===== src/design/assert_macros.svh =====
// Assertion macros used by the top-level design file of the point rotation block.
`ifndef ASSERT_MACROS_SVH
`define ASSERT_MACROS_SVH
`ifndef SYNTHESIS
`define PRA_ASSERT(label, clk, rst, prop) \
   label: assert property (@(posedge clk) disable iff (rst) prop) \
      else $error("point rotation assertion failed");
`define PRA_ASSERT_NOW(label, clk, rst, cond) \
   label: assert property (@(posedge clk) disable iff (rst) (cond)) \
      else $error("point rotation condition failed");
`else
`define PRA_ASSERT(label, clk, rst, prop)
`define PRA_ASSERT_NOW(label, clk, rst, cond)
`endif
`endif


===== src/design/pra_pkg.sv =====
// Types, constants and the arctangent table of the point rotation block.
package pra_pkg;

   localparam int TRIG_W    = 32;
   localparam int Z_W       = 34;
   localparam int TRIG_FRAC = 30;
   localparam int ATAN_LEN  = 32;

   localparam logic signed [TRIG_W-1:0] GAIN_Q30 = 32'sd652032874;

   localparam logic [31:0] ATAN_TURN [ATAN_LEN] = '{
      32'h20000000, 32'h12E4051E, 32'h09FB385B, 32'h051111D4,
      32'h028B0D43, 32'h0145D7E1, 32'h00A2F61E, 32'h00517C55,
      32'h0028BE53, 32'h00145F2F, 32'h000A2F98, 32'h000517CC,
      32'h00028BE6, 32'h000145F3, 32'h0000A2FA, 32'h0000517D,
      32'h000028BE, 32'h0000145F, 32'h00000A30, 32'h00000518,
      32'h0000028C, 32'h00000146, 32'h000000A3, 32'h00000051,
      32'h00000029, 32'h00000014, 32'h0000000A, 32'h00000005,
      32'h00000003, 32'h00000001, 32'h00000001, 32'h00000000
   };

   localparam logic [1:0] PP_AC  = 2'd0;
   localparam logic [1:0] PP_BNS = 2'd1;
   localparam logic [1:0] PP_AS  = 2'd2;
   localparam logic [1:0] PP_BC  = 2'd3;

   typedef enum logic [1:0] {
      AXIS_X    = 2'd0,
      AXIS_Y    = 2'd1,
      AXIS_Z    = 2'd2,
      AXIS_NONE = 2'd3
   } axis_type;

   typedef enum logic [1:0] {
      QUAD_0 = 2'd0,
      QUAD_1 = 2'd1,
      QUAD_2 = 2'd2,
      QUAD_3 = 2'd3
   } quad_type;

   typedef struct packed {
      logic     valid;
      axis_type axis;
      quad_type quad;
   } pipe_ctl_type;

endpackage


===== src/design/pra_angle_prep.sv =====
// Input stage: quadrant reduction of the angle and CORDIC start values.
module pra_angle_prep #(
   parameter int COORD_WIDTH = 32,
   parameter int ANGLE_WIDTH = 16
) (
   input  logic                                 clock,
   input  logic                                 reset,
   input  logic                                 load,
   input  pra_pkg::pipe_ctl_type                up_ctl,
   input  logic [ANGLE_WIDTH-1:0]               up_angle,
   input  logic [3*COORD_WIDTH-1:0]             up_point,
   output pra_pkg::pipe_ctl_type                dn_ctl,
   output logic [3*COORD_WIDTH-1:0]             dn_point,
   output logic signed [pra_pkg::TRIG_W-1:0]    dn_cx,
   output logic signed [pra_pkg::TRIG_W-1:0]    dn_cy,
   output logic signed [pra_pkg::Z_W-1:0]       dn_cz
);

   logic [31:0]                      turn;
   logic [31:0]                      rounded;
   logic [31:0]                      resid;
   pra_pkg::quad_type                quad_in;
   logic signed [pra_pkg::Z_W-1:0]   cz_in;

   logic                             valid_ff;
   pra_pkg::axis_type                axis_ff;
   pra_pkg::quad_type                quad_ff;
   logic [3*COORD_WIDTH-1:0]         point_ff;
   logic signed [pra_pkg::Z_W-1:0]   cz_ff;

   always_comb begin
      turn    = 32'(up_angle) << (32 - ANGLE_WIDTH);
      rounded = turn + 32'h2000_0000;
      quad_in = pra_pkg::quad_type'(rounded[31:30]);
      resid   = turn - {rounded[31:30], 30'd0};
      cz_in   = {{(pra_pkg::Z_W-32){resid[31]}}, resid};
   end

   always_ff @(posedge clock) begin
      if (reset) begin
         valid_ff <= 1'b0;
      end else if (load) begin
         valid_ff <= up_ctl.valid;
      end
   end

   always_ff @(posedge clock) begin
      if (load) begin
         axis_ff  <= up_ctl.axis;
         quad_ff  <= quad_in;
         point_ff <= up_point;
         cz_ff    <= cz_in;
      end
   end

   assign dn_ctl   = '{valid: valid_ff, axis: axis_ff, quad: quad_ff};
   assign dn_point = point_ff;
   assign dn_cx    = pra_pkg::GAIN_Q30;
   assign dn_cy    = '0;
   assign dn_cz    = cz_ff;

endmodule


===== config.mk =====
export PLATFORM = sky130hd
export DESIGN_NAME = pra_angle_prep
export DESIGN_NICKNAME = d
export VERILOG_FILES = /design/src/design/assert_macros.svh /design/src/design/pra_pkg.sv /design/src/design/pra_angle_prep.sv
export SDC_FILE = /design/constraint.sdc
export NUM_CORES = 1
export LEC_CHECK = 0
export ABC_AREA = 1
export BUFFER_PORTS_ARGS = -buffer_cell sky130_fd_sc_hd__buf_4
export CAP_MARGIN = 40
export CORE_AREA = 2 2 125 127
export CTS_CLUSTER_DIAMETER = 50
export DETAILED_ROUTE_END_ITERATION = 7
export DIE_AREA = 0 0 127 129
export HOLD_SLACK_MARGIN = 0.1
export PLACE_DENSITY = 0.7
export SLEW_MARGIN = 10
export SYNTH_ARGS = -nofsm -noshare
export SYNTH_HDL_FRONTEND = slang
export SYNTH_SLANG_ARGS = --single-unit

===== constraint.sdc =====
create_clock -name clock -period 1.4 [get_ports clock]
set_clock_uncertainty 0.1 [all_clocks]
set_input_delay 0.28 -clock clock [delete_from_list [all_inputs] [get_ports clock]]
set_output_delay 0.28 -clock clock [all_outputs]
set_load 0.05 [all_outputs]

Word-level counts from Yosys, hierarchy flattened
Cells that the tools add are included.

Input port bits: 120. Logic and storage cells: 7. Output and inout bits: 199. Flip-flop bits (word level): 133.

Add/sub/neg operators: 2.

Operators with widths (number): 32-bit by 30-bit adder with 32-bit output, second input constant (1); 32-bit subtractor (1).

Longest topological paths before layout
Gate-level depths: netlist (run 1).

Depth in word-level cells: 2. Mapped depth: 4. Depth with buffers taken out: 4.

Least setup slack after synthesis (run 1)
No wires, ideal clock.

Path type: register to output. Start: register dn_cz[31] (netlist name). End: output port dn_cz[32] (netlist name). Cell stages (with the launch flop): 2. Arrival time: 922 ps. Setup slack: 98 ps. Data required time: 1020 ps. Buffers on the path: 1. Path through: edfxtp_1 -> buf_4.

RTL lines: to (decl) (line pra_angle_prep.sv:16) `output logic signed [pra_pkg::Z_W-1:0] dn_cz`.

No word-level cell between the ends.

Worst setup path in the final report (run 1)
Start: register dn_cz[31] (netlist name). End: output port dn_cz[32] (netlist name).

No word-level cell between the ends.

==> results of run 1 <==
## layout by cell type (no fill, tap or decap), types with 2 or more instances in the layout
master and count:
dlygate4sd3_1 116, nand2_1 2, nor2_1 2, xor2_1 2, clkinv_4 4, buf_12 2
clkbuf_16 17, buf_6 46, buf_4 191, conb_1 80, bufinv_16 2, ha_1 2
inv_8 3, inv_1 4, edfxtp_1 116, clkinvlp_4 3, inv_6 2
## final timing paths
| check | end | slack, ps | cells past startpoint |
|---|---|---|---|
| worst max-delay path | dn_cz[32] | -30 | 1 |
| worst min-delay path | dn_point[34] | 250 | 2 |
| worst min register to register | valid_ff | 390 | 2 |
| worst max register to register | valid_ff | 750 | 2 |
## power by group
part / total [W] / switching, W / internal, W
clock network: 0.00436 / 0.00169 / 0.00267
registers: 0.00429 / 0.000119 / 0.00417
logic: 0.00263 / 0.00179 / 0.000843
## through the flow
step | std cells | util, %
global placement | 637 | 39.66
global route | 785 | 52.56
CTS | 785 | 51.61
finish | 785 | 52.56
floorplan | 293 | -
detailed placement | 637 | 39.66
## cell type report
| type | instances | area share (%) |
|---|---|---|
| timing repair buffer | 355 | 40.05 |
| clock inverter | 15 | 2.209 |
| clock buffer | 17 | 5.404 |
| multi-input combinational | 89 | 4.657 |
| inverter | 4 | 0.1907 |
| sequential | 117 | 44.50 |
| tap | 188 | 2.988 |
## cell families (layout without fill, tap and decap cells)
kind of cell,Yosys count,count (layout),share of synthesized area [%]
other,2,80,0.1782
xor gates and xnor gates,3,3,0.6234
buffers and inverters,87,391,15.14
and+or+nand+nor,4,4,0.3563
DFF,117,117,83.11
adders and majority gates,2,2,0.5936
## flip-flops by register name, indices dropped and copies added, names as in the netlist
signal    flops
valid_ff      1
dn_point     96
quad_ff       2
dn_cz        16
axis_ff       2
## synthesized netlist by cell type
cell      number
edfxtp_1     116
buf_4         83
inv_1          4
conb_1         2
ha_1           2
nand2_1        2
nor2_1         2
xor2_1         2
dfxtp_1        1
xnor2_1        1
## repair_timing
action | CTS | global route
gates resized for setup | 8 | 38
pin swaps | 0 | 0
hold buffers | 116 | 1
endpoints found under the setup margin | 11 | 50
endpoints found under the hold margin | 115 | 1
## routing by layer
metal / share of wire [%] / routed length [µm] / GRT usage, % / vias to the layer above
met5: 0.10 / 13 / 0 / -
met4: 1.7 / 221 / 5.947 / 2
met3: 9.0 / 1151 / 5.821 / 17
met2: 57 / 7315 / 27.32 / 183
met1: 32 / 4072 / 13.36 / 1426
li1: - / - / - / 1350
==> qor.txt, run 1 <==
status: finished, violations left
failing checks: negative setup slack
via count: 2978
Fin. Hold Viols: 0
vias per cell: 3.794
fin area: 7873 µm²
slowest library cell on the worst path: edfxtp_1
final wirelength: 12770 µm
Reg clk slew, reported paths: 60 ps
worst hold-check path type: primary input to register
clk_lat worst skew: 410 ps
Peak Freq: 699.1 MHz
fin crit period: 1430 ps
Die Width: 127 µm
Lkg Pwr: 3.448 nW
syn avg cell area: 19.61 µm²
Yosys top cell by area: edfxtp_1
WS Path Type: register to output port
Critical path buffers and inverters: 1
vias in the first global route: 2995
Reg area: 3503 µm²
grt total ovfl: 0
Setup crit start: dn_cz[31]
global-route usage over all layers: 14.26%
area post-placement: 5939 µm²
pin count of the biggest net entering global routing: 61
Arr. time, crit path: 1050 ps
crit path cell chain: buf_4
DR DRC count: 0
Worst Path Required: 1020 ps
R2R Path Start: valid_ff
crit-path leading delay family: flip-flops
Pwr per Cell Area: 1433 nW/µm²
final period utilization: 102.2%
critical path's largest stage delay: 430 ps
Tot Pwr: 0.01128 W
setup TNS: -92.85 ps
Die ar.: 16380 µm²
Mapped Area: 4215 µm²
Initial Utilization: 28.15%
Root Driver: clkbuf_16
Mapped Cells: 215
# setup viols final: 4
post-synth top area share: 82.64%
Pre-antenna DRT Iters: 4
Ports: 319
Seq/Total Area, Yosys: 83.11%
H-tree levels: 4
Layout Nets: 706
dpl ws: 192.1 ps
RSZ-0062 raised after global routing: yes
cts bufs inserted: 17
worst hold margin: 245.5 ps
share of layout cells above drive strength 1: 45.39%
HPWL after DPL: 8231 µm
clk buf depth: 2
Wirelength per Cell: 16.27 µm
core region area: 14980 µm²
top post-synthesis cells by area: edfxtp_1, buf_4, ha_1, dfxtp_1, xor2_1
Final WS setup: -30.49 ps
routability cong.: 0.6620
IO Port Bufs: 236
area of the multi-input gates: 366.6 µm²
crit path max fanout: 3
Post-CTS Setup Inserts: 0
min-delay src: load
Cell variety after synth: 10
Yosys reg bits: 117
VDD IR max: 0.8038 mV
ANT nets after route: 0
DIE HEIGHT: 129 µm
drt initial violations: 162
Syn. warnings: 0
first-pass GRT wire length: 16910 µm
MaxCap Viol Count: 0
initial antenna violation count: 1
Max Slew Vio Count: 0
CTS tree: built
Setup crit start kind: register
Syn-to-layout area delta: 86.76%
Ant. Diodes: 0
Worst Setup End Kind: output port
Core Rows: 45
FILL cells: 1206
# clock sinks: 117
Note: power is estimated with default switching activity, not from simulation.
==> run 2: changes to the inputs <==
Settings changed: CORE_AREA 2 2 125 127 to 2 2 124 126, CTS_BUF_LIST from default to sky130_fd_sc_hd__clkbuf_8, DIE_AREA 0 0 127 129 to 0 0 126 128, PLACE_DENSITY 0.7 to 0.71.
==> run 2 against run 1 <==
The run still ends with negative setup slack left. Final cell count is 0.51% higher. Largest power group is now sequential cells. Non-clock buffer count stayed put. Setup slack worse by 11 ps. Sequential power hardly changed. First-iteration DRC count is 5.6% higher. Sequential share of layout area is 0.34 points lower. Fmax is 0.78% lower. Critical path type unchanged. Routed wire length is 6.5% higher. Flip-flop and latch count stayed put. Largest cell class unchanged. Clock-buffer cell count stayed put. Design area is 0.78% higher. Core utilization is 0.81 points higher.
==> qor.txt, run 2 (synthesis results as in run 1) <==
crit path max fanout: 3 (unchanged)
Final WS setup: -41.70 ps (was -30.49 ps)
share of layout cells above drive strength 1: 45.39% (unchanged)
MaxCap Viol Count: 0 (unchanged)
Syn-to-layout area delta: 88.22% (was 86.76%)
vias in the first global route: 3078 (was 2995)
Worst Path Required: 1020 ps (about the same)
crit path cell chain: buf_4 (unchanged)
critical path's largest stage delay: 430 ps (about the same)
Reg clk slew, reported paths: 80 ps (was 60 ps)
IO Port Bufs: 236 (unchanged)
pin count of the biggest net entering global routing: 56 (was 61)
HPWL after DPL: 8533 µm (was 8231 µm)
dpl ws: 181.9 ps (was 192.1 ps)
VDD IR max: 0.5882 mV (was 0.8038 mV)
H-tree levels: 4 (unchanged)
CTS tree: built (unchanged)
grt total ovfl: 0 (unchanged)
ANT nets after route: 0 (unchanged)
routability cong.: 0.7546 (was 0.6620)
area post-placement: 5939 µm² (unchanged)
commonest non-fill, non-tap cells in the layout: buf_4, edfxtp_1, dlygate4sd3_1 (unchanged)
Fin. Hold Viols: 0 (unchanged)
Die ar.: 16130 µm² (was 16380 µm²)
# clock sinks: 117 (unchanged)
DR DRC count: 0 (unchanged)
Wirelength per Cell: 17.24 µm (was 16.27 µm)
first-pass GRT wire length: 17830 µm (was 16910 µm)
failing checks: negative setup slack (unchanged)
core region area: 14860 µm² (was 14980 µm²)
fin area: 7934 µm² (was 7873 µm²)
FILL cells: 1119 (was 1206)
cts bufs inserted: 17 (unchanged)
drt initial violations: 171 (was 162)
Root Driver: clkbuf_8 (was clkbuf_16)
Lkg Pwr: 3.446 nW (was 3.448 nW)
vias per cell: 3.826 (was 3.794)
Pre-antenna DRT Iters: 4 (unchanged)
Gate power share: 26.9% (was 23.3%)
DIE HEIGHT: 128 µm (was 129 µm)
Pwr per Cell Area: 1285 nW/µm² (was 1433 nW/µm²)
final wirelength: 13610 µm (was 12770 µm)
fin util: 53.38% (was 52.56%)
P_int: 0.006736 W (was 0.007686 W)
fin crit period: 1442 ps (was 1430 ps)
WS Path Type: register to output port (unchanged)
Arr. time, crit path: 1060 ps (was 1050 ps)
slowest library cell on the worst path: edfxtp_1 (unchanged)
RSZ-0062 raised after global routing: yes (unchanged)
Worst Setup End Kind: output port (unchanged)
final period utilization: 103.0% (was 102.2%)
initial antenna violation count: 3 (was 1)
Max Slew Vio Count: 0 (unchanged)
clk buf depth: 2 (unchanged)
crit-path leading delay family: flip-flops (unchanged)
clock network fraction of total power: 30.7% (was 38.7%)
Peak Freq: 693.6 MHz (was 699.1 MHz)
via count: 3019 (was 2978)
Net Sw Power: 0.003461 W (was 0.003597 W)
max reg flops: 96 (unchanged)
clk_lat worst skew: 420 ps (was 410 ps)
global-route usage over all layers: 15.30% (was 14.26%)
commonest non-fill, non-tap cell in the layout: buf_4 (unchanged)
sequential share of power: 42.3% (was 38.0%)
Layout Nets: 706 (unchanged)
switch share: 33.94% (was 31.88%)
worst hold-check path type: primary input to register (unchanged)
status: finished, violations left (unchanged)
Initial Utilization: 28.36% (was 28.15%)
Core Rows: 45 (unchanged)
Critical path buffers and inverters: 1 (unchanged)
Die Width: 126 µm (was 127 µm)
Ports: 319 (unchanged)
Setup crit start kind: register (unchanged)
# setup viols final: 8 (was 4)
==> run 2: timing repair <==
| action | 4_1_cts | 5_1_grt |
|---|---|---|
| cloned | 0 | 0 |
| hold endpoints to repair | 116 | 0 |
| buffers inserted | 0 | 0 |
| gates resized for setup | 41 | 71 |
| hold buffers | 117 | 0 |
| setup endpoints to repair | 44 | 115 |
==> run 2: layout make-up <==
class | count | area (µm²) | share of cell area [%]
antenna | 4 | 10.01 | 0.1262
clock buffer | 17 | 234.0 | 2.949
clock inverter | 15 | 168.9 | 2.129
inverter | 4 | 15.01 | 0.1892
multi-input combinational | 89 | 366.6 | 4.621
sequential | 117 | 3503 | 44.16
tap | 188 | 235.2 | 2.965
timing repair buffer | 355 | 3401 | 42.86
==> run 2: path summary, 6_finish.rpt <==
check                  from  slack, ps  cells after the start        end
setup / recovery  dn_cz[31]        -40                      1  dn_cz[31]
hold / removal    up_ctl[4]        170                      5   valid_ff
hold reg to reg    valid_ff        450                      2   valid_ff
setup reg to reg   valid_ff        660                      2   valid_ff
==> run 2: power groups by stage <==
| stage | logic (W) | registers (W) | clock network [W] |
|---|---|---|---|
| after floorplan | 0.000697 | 0.00530 | 0 |
| after global placement | 0.00227 | 0.00431 | 0 |
| after detailed placement | 0.00229 | 0.00433 | 0 |
| after CTS | 0.00262 | 0.00427 | 0.00321 |
| after global routing | 0.00282 | 0.00434 | 0.00336 |
| final | 0.00275 | 0.00432 | 0.00313 |
==> run 2: per-stage QoR <==
stage / instances / hold slack [ps] / total power (W) / setup TNS [ps]
after floorplan: 293 / 278.9 / 0.005993 / 0
after detailed placement: 637 / 359.3 / 0.006617 / 0
final: 789 / 173.5 / 0.01020 / -165.2
after CTS: 786 / 268.6 / 0.01011 / -335.5
after global routing: 788 / 143.3 / 0.01052 / -2127
after global placement: 637 / 358.3 / 0.006586 / 0
==> run 2: metal layers <==
metal	part of all wire, %	global-route usage [%]
met4	3.1	6.981
met2	56	28.21
met1	32	15.60
met5	0	0
met3	8.2	5.217
