`config.mk`:
```
export PLATFORM = sky130hd
export DESIGN_NAME = pra_cordic_stage
export DESIGN_NICKNAME = d
export VERILOG_FILES = /design/src/design/assert_macros.svh /design/src/design/pra_pkg.sv /design/src/design/pra_cordic_stage.sv
export SDC_FILE = /design/constraint.sdc
export NUM_CORES = 1
export LEC_CHECK = 0
export BUFFER_PORTS_ARGS = -buffer_cell sky130_fd_sc_hd__buf_2
export CAP_MARGIN = 20
export CORE_UTILIZATION = 30
export DETAILED_ROUTE_END_ITERATION = 16
export PLACE_DENSITY_LB_ADDON = 0.12
export SETUP_SLACK_MARGIN = 0.5
export SYNTH_ARGS = -nofsm -noshare
export SYNTH_HDL_FRONTEND = slang
export SYNTH_SLANG_ARGS = --single-unit
```
`constraint.sdc`:
```
create_clock -name clock -period 9.8 [get_ports clock]
set_clock_uncertainty 0.2 [all_clocks]
set_input_delay 1.96 -clock clock [delete_from_list [all_inputs] [get_ports clock]]
set_output_delay 1.96 -clock clock [all_outputs]
set_load 0.01 [all_outputs]
```
`src/design/assert_macros.svh`:
```
// Assertion macros used by the top-level design file of the point rotation block.
`ifndef ASSERT_MACROS_SVH
`define ASSERT_MACROS_SVH
`ifndef SYNTHESIS
`define PRA_ASSERT(label, clk, rst, prop) \
   label: assert property (@(posedge clk) disable iff (rst) prop) \
      else $error("point rotation assertion failed");
`define PRA_ASSERT_NOW(label, clk, rst, cond) \
   label: assert property (@(posedge clk) disable iff (rst) (cond)) \
      else $error("point rotation condition failed");
`else
`define PRA_ASSERT(label, clk, rst, prop)
`define PRA_ASSERT_NOW(label, clk, rst, cond)
`endif
`endif

```
`src/design/pra_pkg.sv`:
```
// Types, constants and the arctangent table of the point rotation block.
package pra_pkg;

   localparam int TRIG_W    = 32;
   localparam int Z_W       = 34;
   localparam int TRIG_FRAC = 30;
   localparam int ATAN_LEN  = 32;

   localparam logic signed [TRIG_W-1:0] GAIN_Q30 = 32'sd652032874;

   localparam logic [31:0] ATAN_TURN [ATAN_LEN] = '{
      32'h20000000, 32'h12E4051E, 32'h09FB385B, 32'h051111D4,
      32'h028B0D43, 32'h0145D7E1, 32'h00A2F61E, 32'h00517C55,
      32'h0028BE53, 32'h00145F2F, 32'h000A2F98, 32'h000517CC,
      32'h00028BE6, 32'h000145F3, 32'h0000A2FA, 32'h0000517D,
      32'h000028BE, 32'h0000145F, 32'h00000A30, 32'h00000518,
      32'h0000028C, 32'h00000146, 32'h000000A3, 32'h00000051,
      32'h00000029, 32'h00000014, 32'h0000000A, 32'h00000005,
      32'h00000003, 32'h00000001, 32'h00000001, 32'h00000000
   };

   localparam logic [1:0] PP_AC  = 2'd0;
   localparam logic [1:0] PP_BNS = 2'd1;
   localparam logic [1:0] PP_AS  = 2'd2;
   localparam logic [1:0] PP_BC  = 2'd3;

   typedef enum logic [1:0] {
      AXIS_X    = 2'd0,
      AXIS_Y    = 2'd1,
      AXIS_Z    = 2'd2,
      AXIS_NONE = 2'd3
   } axis_type;

   typedef enum logic [1:0] {
      QUAD_0 = 2'd0,
      QUAD_1 = 2'd1,
      QUAD_2 = 2'd2,
      QUAD_3 = 2'd3
   } quad_type;

   typedef struct packed {
      logic     valid;
      axis_type axis;
      quad_type quad;
   } pipe_ctl_type;

endpackage

```
`src/design/pra_cordic_stage.sv`:
```
// One registered rotation-mode CORDIC iteration with the point carried along.
module pra_cordic_stage #(
   parameter int COORD_WIDTH = 32,
   parameter int STAGE_INDEX = 0
) (
   input  logic                                 clock,
   input  logic                                 reset,
   input  logic                                 load,
   input  pra_pkg::pipe_ctl_type                up_ctl,
   input  logic [3*COORD_WIDTH-1:0]             up_point,
   input  logic signed [pra_pkg::TRIG_W-1:0]    up_cx,
   input  logic signed [pra_pkg::TRIG_W-1:0]    up_cy,
   input  logic signed [pra_pkg::Z_W-1:0]       up_cz,
   output pra_pkg::pipe_ctl_type                dn_ctl,
   output logic [3*COORD_WIDTH-1:0]             dn_point,
   output logic signed [pra_pkg::TRIG_W-1:0]    dn_cx,
   output logic signed [pra_pkg::TRIG_W-1:0]    dn_cy,
   output logic signed [pra_pkg::Z_W-1:0]       dn_cz
);

   localparam logic signed [pra_pkg::Z_W-1:0] STEP =
      {{(pra_pkg::Z_W-32){1'b0}}, pra_pkg::ATAN_TURN[STAGE_INDEX]};

   logic signed [pra_pkg::TRIG_W-1:0] dx;
   logic signed [pra_pkg::TRIG_W-1:0] dy;
   logic signed [pra_pkg::TRIG_W-1:0] cx_in;
   logic signed [pra_pkg::TRIG_W-1:0] cy_in;
   logic signed [pra_pkg::Z_W-1:0]    cz_in;

   logic                              valid_ff;
   pra_pkg::axis_type                 axis_ff;
   pra_pkg::quad_type                 quad_ff;
   logic [3*COORD_WIDTH-1:0]          point_ff;
   logic signed [pra_pkg::TRIG_W-1:0] cx_ff;
   logic signed [pra_pkg::TRIG_W-1:0] cy_ff;
   logic signed [pra_pkg::Z_W-1:0]    cz_ff;

   always_comb begin
      dx = up_cy >>> STAGE_INDEX;
      dy = up_cx >>> STAGE_INDEX;
      if (!up_cz[pra_pkg::Z_W-1]) begin
         cx_in = up_cx - dx;
         cy_in = up_cy + dy;
         cz_in = up_cz - STEP;
      end else begin
         cx_in = up_cx + dx;
         cy_in = up_cy - dy;
         cz_in = up_cz + STEP;
      end
   end

   always_ff @(posedge clock) begin
      if (reset) begin
         valid_ff <= 1'b0;
      end else if (load) begin
         valid_ff <= up_ctl.valid;
      end
   end

   always_ff @(posedge clock) begin
      if (load) begin
         axis_ff  <= up_ctl.axis;
         quad_ff  <= up_ctl.quad;
         point_ff <= up_point;
         cx_ff    <= cx_in;
         cy_ff    <= cy_in;
         cz_ff    <= cz_in;
      end
   end

   assign dn_ctl   = '{valid: valid_ff, axis: axis_ff, quad: quad_ff};
   assign dn_point = point_ff;
   assign dn_cx    = cx_ff;
   assign dn_cy    = cy_ff;
   assign dn_cz    = cz_ff;

endmodule

```
# Word level (Yosys, flattened, before mapping)
# Index checks and enable logic that the tools add are counted.
[totals] output_inout_bits=199 latchBits=0 elab_cells=15 mem_bits_ro=0 ram_bits=0 ff_bits=199 in_bits=202 n_memories=0
[op_classes] mux=3 shift=0 bitwise=0 n_eq_ne=0 n_lt_le_gt_ge=0 multipliers=0 div_mod_pow=0 reduce_logical=0 n_addsub=5
[op_table] cell="$mux W32" n=2
[op_table] cell="$sub A32 B32 Y32" n=2
[op_table] cell="$add A34 B31 Y34 const B" n=1
[op_table] cell="$mux W34" n=1
[op_table] cell="$sub A34 B31 Y34 const B" n=1
[op_table] cell="$add A32 B32 Y32" n=1

# Depth between registers and ports, before layout
# Gate-level depths: netlist (run 1).
[logic_depth] ltp_word=2 depth_mapped=12 mapped_depth_nobuf=12

# Worst setup path after synthesis (run 1)
# Ideal clock, no wire load.
[synth_timing] path_type="input port to flip-flop" start="input port up_cx[0] (netlist name)" end="register cx_ff, in the netlist dn_cx[26], data pin" path_buffers=0 t_required_ns=9.340 setup_time_ns=0.260 setup_slack_ns=5.184 path_stages=11 t_arrival_ns=4.156 path_cell_list="inv_1 > ha_1 > fa_1 > nand2b_1 > a2111oi_2 > nor4_2 > o21ai_1 > a41oi_2 > o311a_1 > a21oi_1 > xnor2_1"
[synth_via] elab_chain_cells=2 elab_cells_between_ends=3 classes_between="add/sub (2); mux (1)"
[synth_rtl] element="start: declaration" line="pra_cordic_stage.sv:11" rtl="input logic signed [pra_pkg::TRIG_W-1:0] up_cx,"
[synth_rtl] element="$sub A32 B32 Y32 / $add A32 B32 Y32 (equally long branches)" line="pra_cordic_stage.sv:42, pra_cordic_stage.sv:46"
[synth_rtl] element="$mux W32 (*)" line="pra_cordic_stage.sv:41" rtl="if (!up_cz[pra_pkg::Z_W-1]) begin"
[synth_rtl] element="net cx_in, one bit" line="pra_cordic_stage.sv:26" rtl="logic signed [pra_pkg::TRIG_W-1:0] cx_in;"
[synth_rtl] element="end signal: assignment" line="pra_cordic_stage.sv:65" rtl="cx_ff <= cx_in;"
[synth_rtl] element="end: declaration" line="pra_cordic_stage.sv:34" rtl="logic signed [pra_pkg::TRIG_W-1:0] cx_ff;"
# The timed path passes the listed nets; every way through them passes the cells marked *.
# A chain may end at the register's enable or synchronous reset.

# Worst setup path in the final report (run 1)
[layout_timing] start="input port up_cx[0] (netlist name)" end="register cy_ff, in the netlist dn_cy[28], data pin"
[layout_via] elab_chain_cells=2 elab_cells_between_ends=3 classes_between="add/sub (2); mux (1)"
[layout_rtl] element="$add A32 B32 Y32 / $sub A32 B32 Y32 (equally long branches)" line="pra_cordic_stage.sv:43, pra_cordic_stage.sv:47"
[layout_rtl] element="$mux W32 (*)" line="pra_cordic_stage.sv:41"
[layout_rtl] element="net cy_in, one bit" line="pra_cordic_stage.sv:27" rtl="logic signed [pra_pkg::TRIG_W-1:0] cy_in;"
[layout_rtl] element="end signal: assignment" line="pra_cordic_stage.sv:66" rtl="cy_ff <= cy_in;"
[layout_rtl] element="end: declaration" line="pra_cordic_stage.sv:35" rtl="logic signed [pra_pkg::TRIG_W-1:0] cy_ff;"
# Marked as above.

==> impl_results.md, run 1 <==
- Number of buffers on the longest clock path: 2
- Routed Wire Length: 39.7 mm
- Tcrit/Tclk final: 0.506
- Register bit total from synthesis: 198
- Max-cap violations: 0
- Antenna violations before repair: 7
- Max-slew headroom at the worst pin: 0.376
- Number of global-route vias before repair: 8942
- Setup violation total in the final timing report: 0
- Filler cells: 3808
- Part of the Yosys area used for sequential elements: 0.515
- Prevailing post-synth register cell: sky130_fd_sc_hd__edfxtp_1
- Clock root buffer: sky130_fd_sc_hd__clkbuf_16
- Routability cong.: 0.853
- Internal power component: 1.60 mW
- Final-report hold violation count: 0
- Max IR drop VDD: 0.000104 V
- Min cycle time layout: 4960 ps
- Net switching power figure: 732 uW
- Clock group share of total power: 0.286
- Starting Density: 0.305
- Final instance area: 14600 sq um
- Nets@finish: 1727
- Buffers inserted by post-CTS timing repair: 0
- Slew Limit Fails: 0
- Highest net fanout along the worst path: 4
- Wire length of the first global-routing pass: 56.5 mm
- Reg power frac: 0.460
- ANT nets after route: 0
- End point of the worst hold path: valid_ff
- Worst endpoint required time: 9790 ps
- Type of origin of the critical path: primary input
- Final total negative setup slack: 0 ps
- Core Footprint: 37800 sq um
- Post-place setup slack: 4480 ps
- Largest net degree at the start of global routing: 73
- Sum of internal, switching and leakage power: 2.33 mW
- Fraction of final layout cells sized beyond drive strength 1: 0.323
- Number of flops mapped to enable cells by yosys: 197
- Global-route usage over all layers: 0.196
- Cell Count, Final, Fillers Out: 1944
- Fraction of power consumed by combinational cells: 0.254
- Slack of the critical path: 4840 ps
- H-Tree Depth: 4
- Slack of the worst reg-to-reg path: 9000 ps
- Net Count, Synth: 1346
- Reg-to-Reg Start: valid_ff
- Commonest cells after routing, fill and taps aside: sky130_fd_sc_hd__buf_2, sky130_fd_sc_hd__edfxtp_1, sky130_fd_sc_hd__a21oi_1
- Core Util, Final: 0.386
- Mean area per synthesized cell: 11.1 sq um
- First drt pass iteration count: 5
- Clock sink total: 198
- Leak pwr: 6.32 nW
- Type of the worst min-delay path: reg2reg
- Residual overflow from global routing: 0
- Crit Path Class: in2reg
- Worst reg2reg path endpoint: valid_ff
- Result of the run: completed
- Clock latency on the worst-skew pair: 440 ps
- CP Capture Type: register
- Gate Count Post-Synth: 1036
- Num rows: 71
- Mapped Area: 11500 sq um
- Routed wirelength normalized by instance count: 20.4 microns
- Number of top-level pins: 401
- Number of port buffers: 400
- Setup repair after global routing missed its margin: false
- HPWL after detailed placement: 32.2 mm
- Height of the chip: 198 microns
- Count of synthesis-stage warnings from yosys: 0
- Number of buffers inserted for hold repair after clock tree synthesis: 0
- Placed Instances: 1909
- Number of gates resized after CTS: 0
- Number of vias per cell after detailed routing: 4.86
- Actual transition at the worst max-transition pin: 936 ps
- Post-detailed-route DRC marker count: 0
- Horiz. Die Dim: 198 microns
- Switching Share: 0.314
- Worst hold slack: 330 ps
- Logic depth of the worst register-to-register path: 2
- Initial DRC Count: 681
- Async set-reset flop share out of synthesis: 0
- Fmax: 0.202 GHz
- CTS tree: done
- Synthesis-to-finish area growth: 26.5%
- Standard cell area after detailed placement: 14000 sq um
- Library cells used by synthesis: 74
- Instance count along the most critical hold path: 2
- Power density over the cells: 160 nW/um^2
- Worst Min Path Start: valid_ff
- Arrival time at the worst endpoint: 4950 ps
- Clock slew at reported path FFs: 70 ps
- Area of the die: 39200 sq um
- Num CTS Buffers: 17
- Leading cell type in the layout, fill and taps excluded: sky130_fd_sc_hd__buf_2
- Vias: 9446
how the worst max path moves through the flow:
stage	endpoint	slack, ps	from	cells past startpoint
floorplan	dn_cx[26]	5180	up_cx[0]	11
global placement	dn_cy[28]	4470	up_cx[0]	12
detailed placement	dn_cy[28]	4480	up_cx[0]	12
CTS	dn_cy[28]	4960	up_cx[0]	12
global route	dn_cy[28]	4640	up_cx[7]	12
finish	dn_cy[28]	4840	up_cx[0]	12
power by group through the flow:
stage / clock, mW / combinational [mW] / sequential, mW
global route: 0.715 / 0.647 / 1.08
CTS: 0.688 / 0.595 / 1.08
detailed placement: 0 / 0.593 / 1.10
floorplan: 0 / 0.280 / 1.14
finish: 0.667 / 0.594 / 1.07
global placement: 0 / 0.597 / 1.09
flip-flops by register name, indices dropped and copies added, names as in the netlist:
signal / flops
dn_cz: 34
quad_ff: 2
dn_cx: 32
dn_point: 96
valid_ff: 1
axis_ff: 2
dn_cy: 31
metal layers:
layer | share of wire | vias to the layer above | global-route usage
met5 | 0 | - | 0
met4 | 0.011 | 0 | 0.0482
met3 | 0.059 | 35 | 0.0390
met2 | 0.52 | 329 | 0.354
met1 | 0.41 | 4537 | 0.238
li1 | - | 4545 | -
kinds of logic (layout without fill, tap and decap cells):
| logic type | after synthesis | count (layout) | share of synthesized area |
|---|---|---|---|
| AO/OA/AOI/OAI | 306 | 306 | 0.169 |
| XOR/XNOR | 64 | 64 | 0.0487 |
| adder cells (fa/ha/maj) | 108 | 108 | 0.119 |
| buffers and inverters | 137 | 531 | 0.0478 |
| flip-flops | 198 | 198 | 0.515 |
| multiplexers | 14 | 14 | 0.0124 |
| other | 0 | 3 | 0 |
| AND/OR/NAND/NOR | 209 | 209 | 0.0878 |
layout make-up:
| type | count | area [sq um] | area share |
|---|---|---|---|
| timing repair buffer | 404 | 2040 | 0.140 |
| antenna | 3 | 7.51 | 0.000516 |
| clock inverter | 15 | 128 | 0.00876 |
| sequential | 198 | 5940 | 0.408 |
| tap | 511 | 639 | 0.0439 |
| multi-input combinational | 701 | 5030 | 0.345 |
| clock buffer | 17 | 425 | 0.0292 |
| inverter | 95 | 357 | 0.0245 |
critical path: stages:
cell and delay [ps]:
sky130_fd_sc_hd__buf_2 120, sky130_fd_sc_hd__ha_1 230, sky130_fd_sc_hd__fa_1 430, sky130_fd_sc_hd__nor2b_1 170, sky130_fd_sc_hd__nor3_1 260, sky130_fd_sc_hd__o21ai_1 260
sky130_fd_sc_hd__a211oi_2 270, sky130_fd_sc_hd__nor2_1 160, sky130_fd_sc_hd__a2111oi_1 510, sky130_fd_sc_hd__o31ai_1 190, sky130_fd_sc_hd__a21oi_1 270, sky130_fd_sc_hd__xnor2_1 110
synth_stat cells (3+ instances only):
cell type                   instances  area share
sky130_fd_sc_hd__a211o_1            6      0.0046
sky130_fd_sc_hd__nor2b_1           11      0.0060
sky130_fd_sc_hd__a31o_2             3      0.0023
sky130_fd_sc_hd__fa_1               3      0.0052
sky130_fd_sc_hd__mux2i_1           12       0.010
sky130_fd_sc_hd__buf_4              3      0.0020
sky130_fd_sc_hd__edfxtp_1         197        0.51
sky130_fd_sc_hd__nand2_1           33       0.011
sky130_fd_sc_hd__inv_2              9      0.0029
sky130_fd_sc_hd__xnor2_1           53       0.040
sky130_fd_sc_hd__xor2_1            11      0.0084
sky130_fd_sc_hd__a211oi_1           9      0.0059
sky130_fd_sc_hd__or3_1              4      0.0022
sky130_fd_sc_hd__o2111ai_1          3      0.0023
sky130_fd_sc_hd__and3_1             5      0.0027
sky130_fd_sc_hd__nand3_1           12      0.0052
sky130_fd_sc_hd__nor4_1            13      0.0071
sky130_fd_sc_hd__o21bai_1          21       0.014
sky130_fd_sc_hd__nor3_1            19      0.0083
sky130_fd_sc_hd__o31ai_1           10      0.0065
sky130_fd_sc_hd__and2_1             3      0.0016
sky130_fd_sc_hd__o22ai_1            4      0.0022
sky130_fd_sc_hd__buf_2             14      0.0061
sky130_fd_sc_hd__nor2_1            81       0.026
sky130_fd_sc_hd__nand4_1           14      0.0076
sky130_fd_sc_hd__a21oi_1          120       0.052
sky130_fd_sc_hd__a31oi_1            5      0.0027
sky130_fd_sc_hd__o21ai_0           52       0.023
sky130_fd_sc_hd__o21a_1             8      0.0052
sky130_fd_sc_hd__buf_1              8      0.0026
sky130_fd_sc_hd__o21ai_1           11      0.0048
sky130_fd_sc_hd__inv_1             84       0.027
sky130_fd_sc_hd__nand2b_1           9      0.0049
sky130_fd_sc_hd__o41ai_1            3      0.0023
sky130_fd_sc_hd__o211ai_1           5      0.0033
sky130_fd_sc_hd__a21o_1             9      0.0059
sky130_fd_sc_hd__ha_1             105        0.11
sky130_fd_sc_hd__clkbuf_1          16      0.0052
(Power assumes the default switching activity.)
==> run 2: changes to the inputs <==
Clock period 9.8 ns to 4.3 ns, I/O delays scaled along.
==> impl_results.md, run 2 (synthesis gave the netlist of run 1 again) <==
- Result of the run: completed
- End point of the worst hold path: valid_ff
- Area used by multi-input combinational logic: 5050 sq um
- Number of buffers inserted for hold repair after clock tree synthesis: 0
- Filler cells: 3864
- Worst Min Path Start: valid_ff
- Fmax: 0.275 GHz
- Largest net degree at the start of global routing: 82
- Height of the chip: 198 microns
- Leading cell type in the layout, fill and taps excluded: sky130_fd_sc_hd__buf_2
- H-Tree Depth: 4
- Arrival time at the worst endpoint: 3630 ps
- Synthesis-to-finish area growth: 28.1%
- Number of top-level pins: 401
- Crit Path Class: in2reg
- Number of global-route vias before repair: 9295
- Wire length of the first global-routing pass: 57.2 mm
- Category of cells accounting for the largest share of critical-path delay: compound AO/OA/AOI/OAI gates
- Number of buffers on the longest clock path: 2
- Reg-to-Reg Start: valid_ff
- Cell with the biggest individual delay on the critical path: sky130_fd_sc_hd__ha_1
- Power density over the cells: 359 nW/um^2
- Setup violation total in the final timing report: 0
- Buffers inserted by post-CTS timing repair: 0
- Worst hold slack: 311 ps
- Nets@finish: 1754
- Slowest Stage Delay on Critical Path: 370 ps
- Routed Wire Length: 40.0 mm
- Antenna violations before repair: 8
- Logic depth of the worst register-to-register path: 2
- Worst reg2reg path endpoint: valid_ff
- Leak pwr: 6.44 nW
- Area of the die: 39200 sq um
- Tcrit/Tclk final: 0.846
- Actual transition at the worst max-transition pin: 724 ps
- Post-detailed-route DRC marker count: 0
- Max IR drop VDD: 0.000189 V
- Vias: 9542
- Horiz. Die Dim: 198 microns
- Residual overflow from global routing: 0
- Sequential standard cell area: 5940 sq um
- Number of vias per cell after detailed routing: 4.85
- Num CTS Buffers: 17
- CP Capture Type: register
- Cell seen most often among critical-path stages: sky130_fd_sc_hd__o31a_1
- Type of the worst min-delay path: reg2reg
- ANT nets after route: 0
- Global-route usage over all layers: 0.201
- Clock slew at reported path FFs: 70 ps
- Max-cap violations: 0
- CTS tree: done
- HPWL after detailed placement: 32.6 mm
- Highest net fanout along the worst path: 5
- Clock latency on the worst-skew pair: 450 ps
- First drt pass iteration count: 5
- Final total negative setup slack: 0 ps
- Number of port buffers: 400
- Worst endpoint required time: 4290 ps
- Max-slew headroom at the worst pin: 0.513
- Slack of the worst reg-to-reg path: 3510 ps
- Cell chain of the critical path: buf_2 > inv_1 > ha_1 > nor2b_1 > o31a_1 > o22ai_1 > o31a_1 > o211a_1 > o21ai_1 > a21oi_1 > nor3_1 > xnor2_1
- Number of gates resized after CTS: 0
- Commonest cells after routing, fill and taps aside: sky130_fd_sc_hd__buf_2, sky130_fd_sc_hd__edfxtp_1, sky130_fd_sc_hd__a21oi_1
- Num rows: 71
- Type of origin of the critical path: primary input
- Min cycle time layout: 3640 ps
- Fraction of final layout cells sized beyond drive strength 1: 0.335
- Initial DRC Count: 715
- Clock root buffer: sky130_fd_sc_hd__clkbuf_16
- Final-report hold violation count: 0
- Instance count along the most critical hold path: 2
- Clock sink total: 198
- Core Footprint: 37800 sq um
- Max reg flops: 96
- Setup repair after global routing missed its margin: false
- Routability cong.: 0.865
- Slew Limit Fails: 0
- Routed wirelength normalized by instance count: 20.3 microns
- Worst Path Buf+Inv: 2
- Starting Density: 0.305
run 2: cell types whose count changed in the layout (fill, tap and decap cells not counted), sizes merged:
cell | before | now
clkinv | 10 | 7
clkinvlp | 3 | 4
clkbuf | 18 | 19
buf | 403 | 430
inv | 97 | 96
run 2: how the worst max path moves through the flow:
stage / from / to / slack [ps] / depth (start not counted)
global placement: up_cx[1] / dn_cy[31] / 220 / 12
CTS: up_cx[0] / dn_cx[28] / 640 / 12
floorplan: up_cx[0] / dn_cx[26] / 780 / 11
global route: up_cx[0] / dn_cx[28] / 510 / 12
finish: up_cx[1] / dn_cy[31] / 660 / 12
detailed placement: up_cx[0] / dn_cx[28] / 160 / 12
run 2: per-stage QoR:
stage | setup slack [ps] | std cells | total power [mW] | utilization | instance area, sq um
after floorplan | 784 | 1036 | 3.24 | - | 11500
after global placement | 222 | 1936 | 3.88 | 0.377 | 14200
after detailed placement | 158 | 1936 | 3.88 | 0.377 | 14200
after CTS | 644 | 1966 | 5.35 | 0.390 | 14700
after global routing | 510 | 1969 | 5.55 | 0.391 | 14800
final | 661 | 1969 | 5.30 | 0.391 | 14800
run 2: final cells by class:
type | instances | area share
well taps | 511 | 0.0433
multi-input cells | 701 | 0.342
diodes | 3 | 0.000509
inverters | 95 | 0.0242
repair buffers | 431 | 0.153
clock inverters | 12 | 0.00534
flip-flops and latches | 198 | 0.402
clock buffers | 18 | 0.0291
run 2: tightest hold or removal path, cell delays in order (launching register included):
cell	delay, ps
sky130_fd_sc_hd__dfxtp_1	330
sky130_fd_sc_hd__mux2i_1	70
sky130_fd_sc_hd__nor2_1	80
run 2: routing by layer:
layer / up-vias / GRT usage / share of wire
met3: 56 / 0.0419 / 0.060
met4: 0 / 0.0744 / 0.027
met5: - / 0 / 0
met2: 363 / 0.354 / 0.51
met1: 4530 / 0.239 / 0.41
li1: 4593 / - / -
run 2: where the power goes:
part	total (mW)	leakage [nW]	switching [mW]	internal [mW]
logic	1.40	4.26	0.855	0.542
clock network	1.46	0.237	0.727	0.730
registers	2.45	1.94	0.0588	2.39
total	5.30	6.44	1.64	3.66
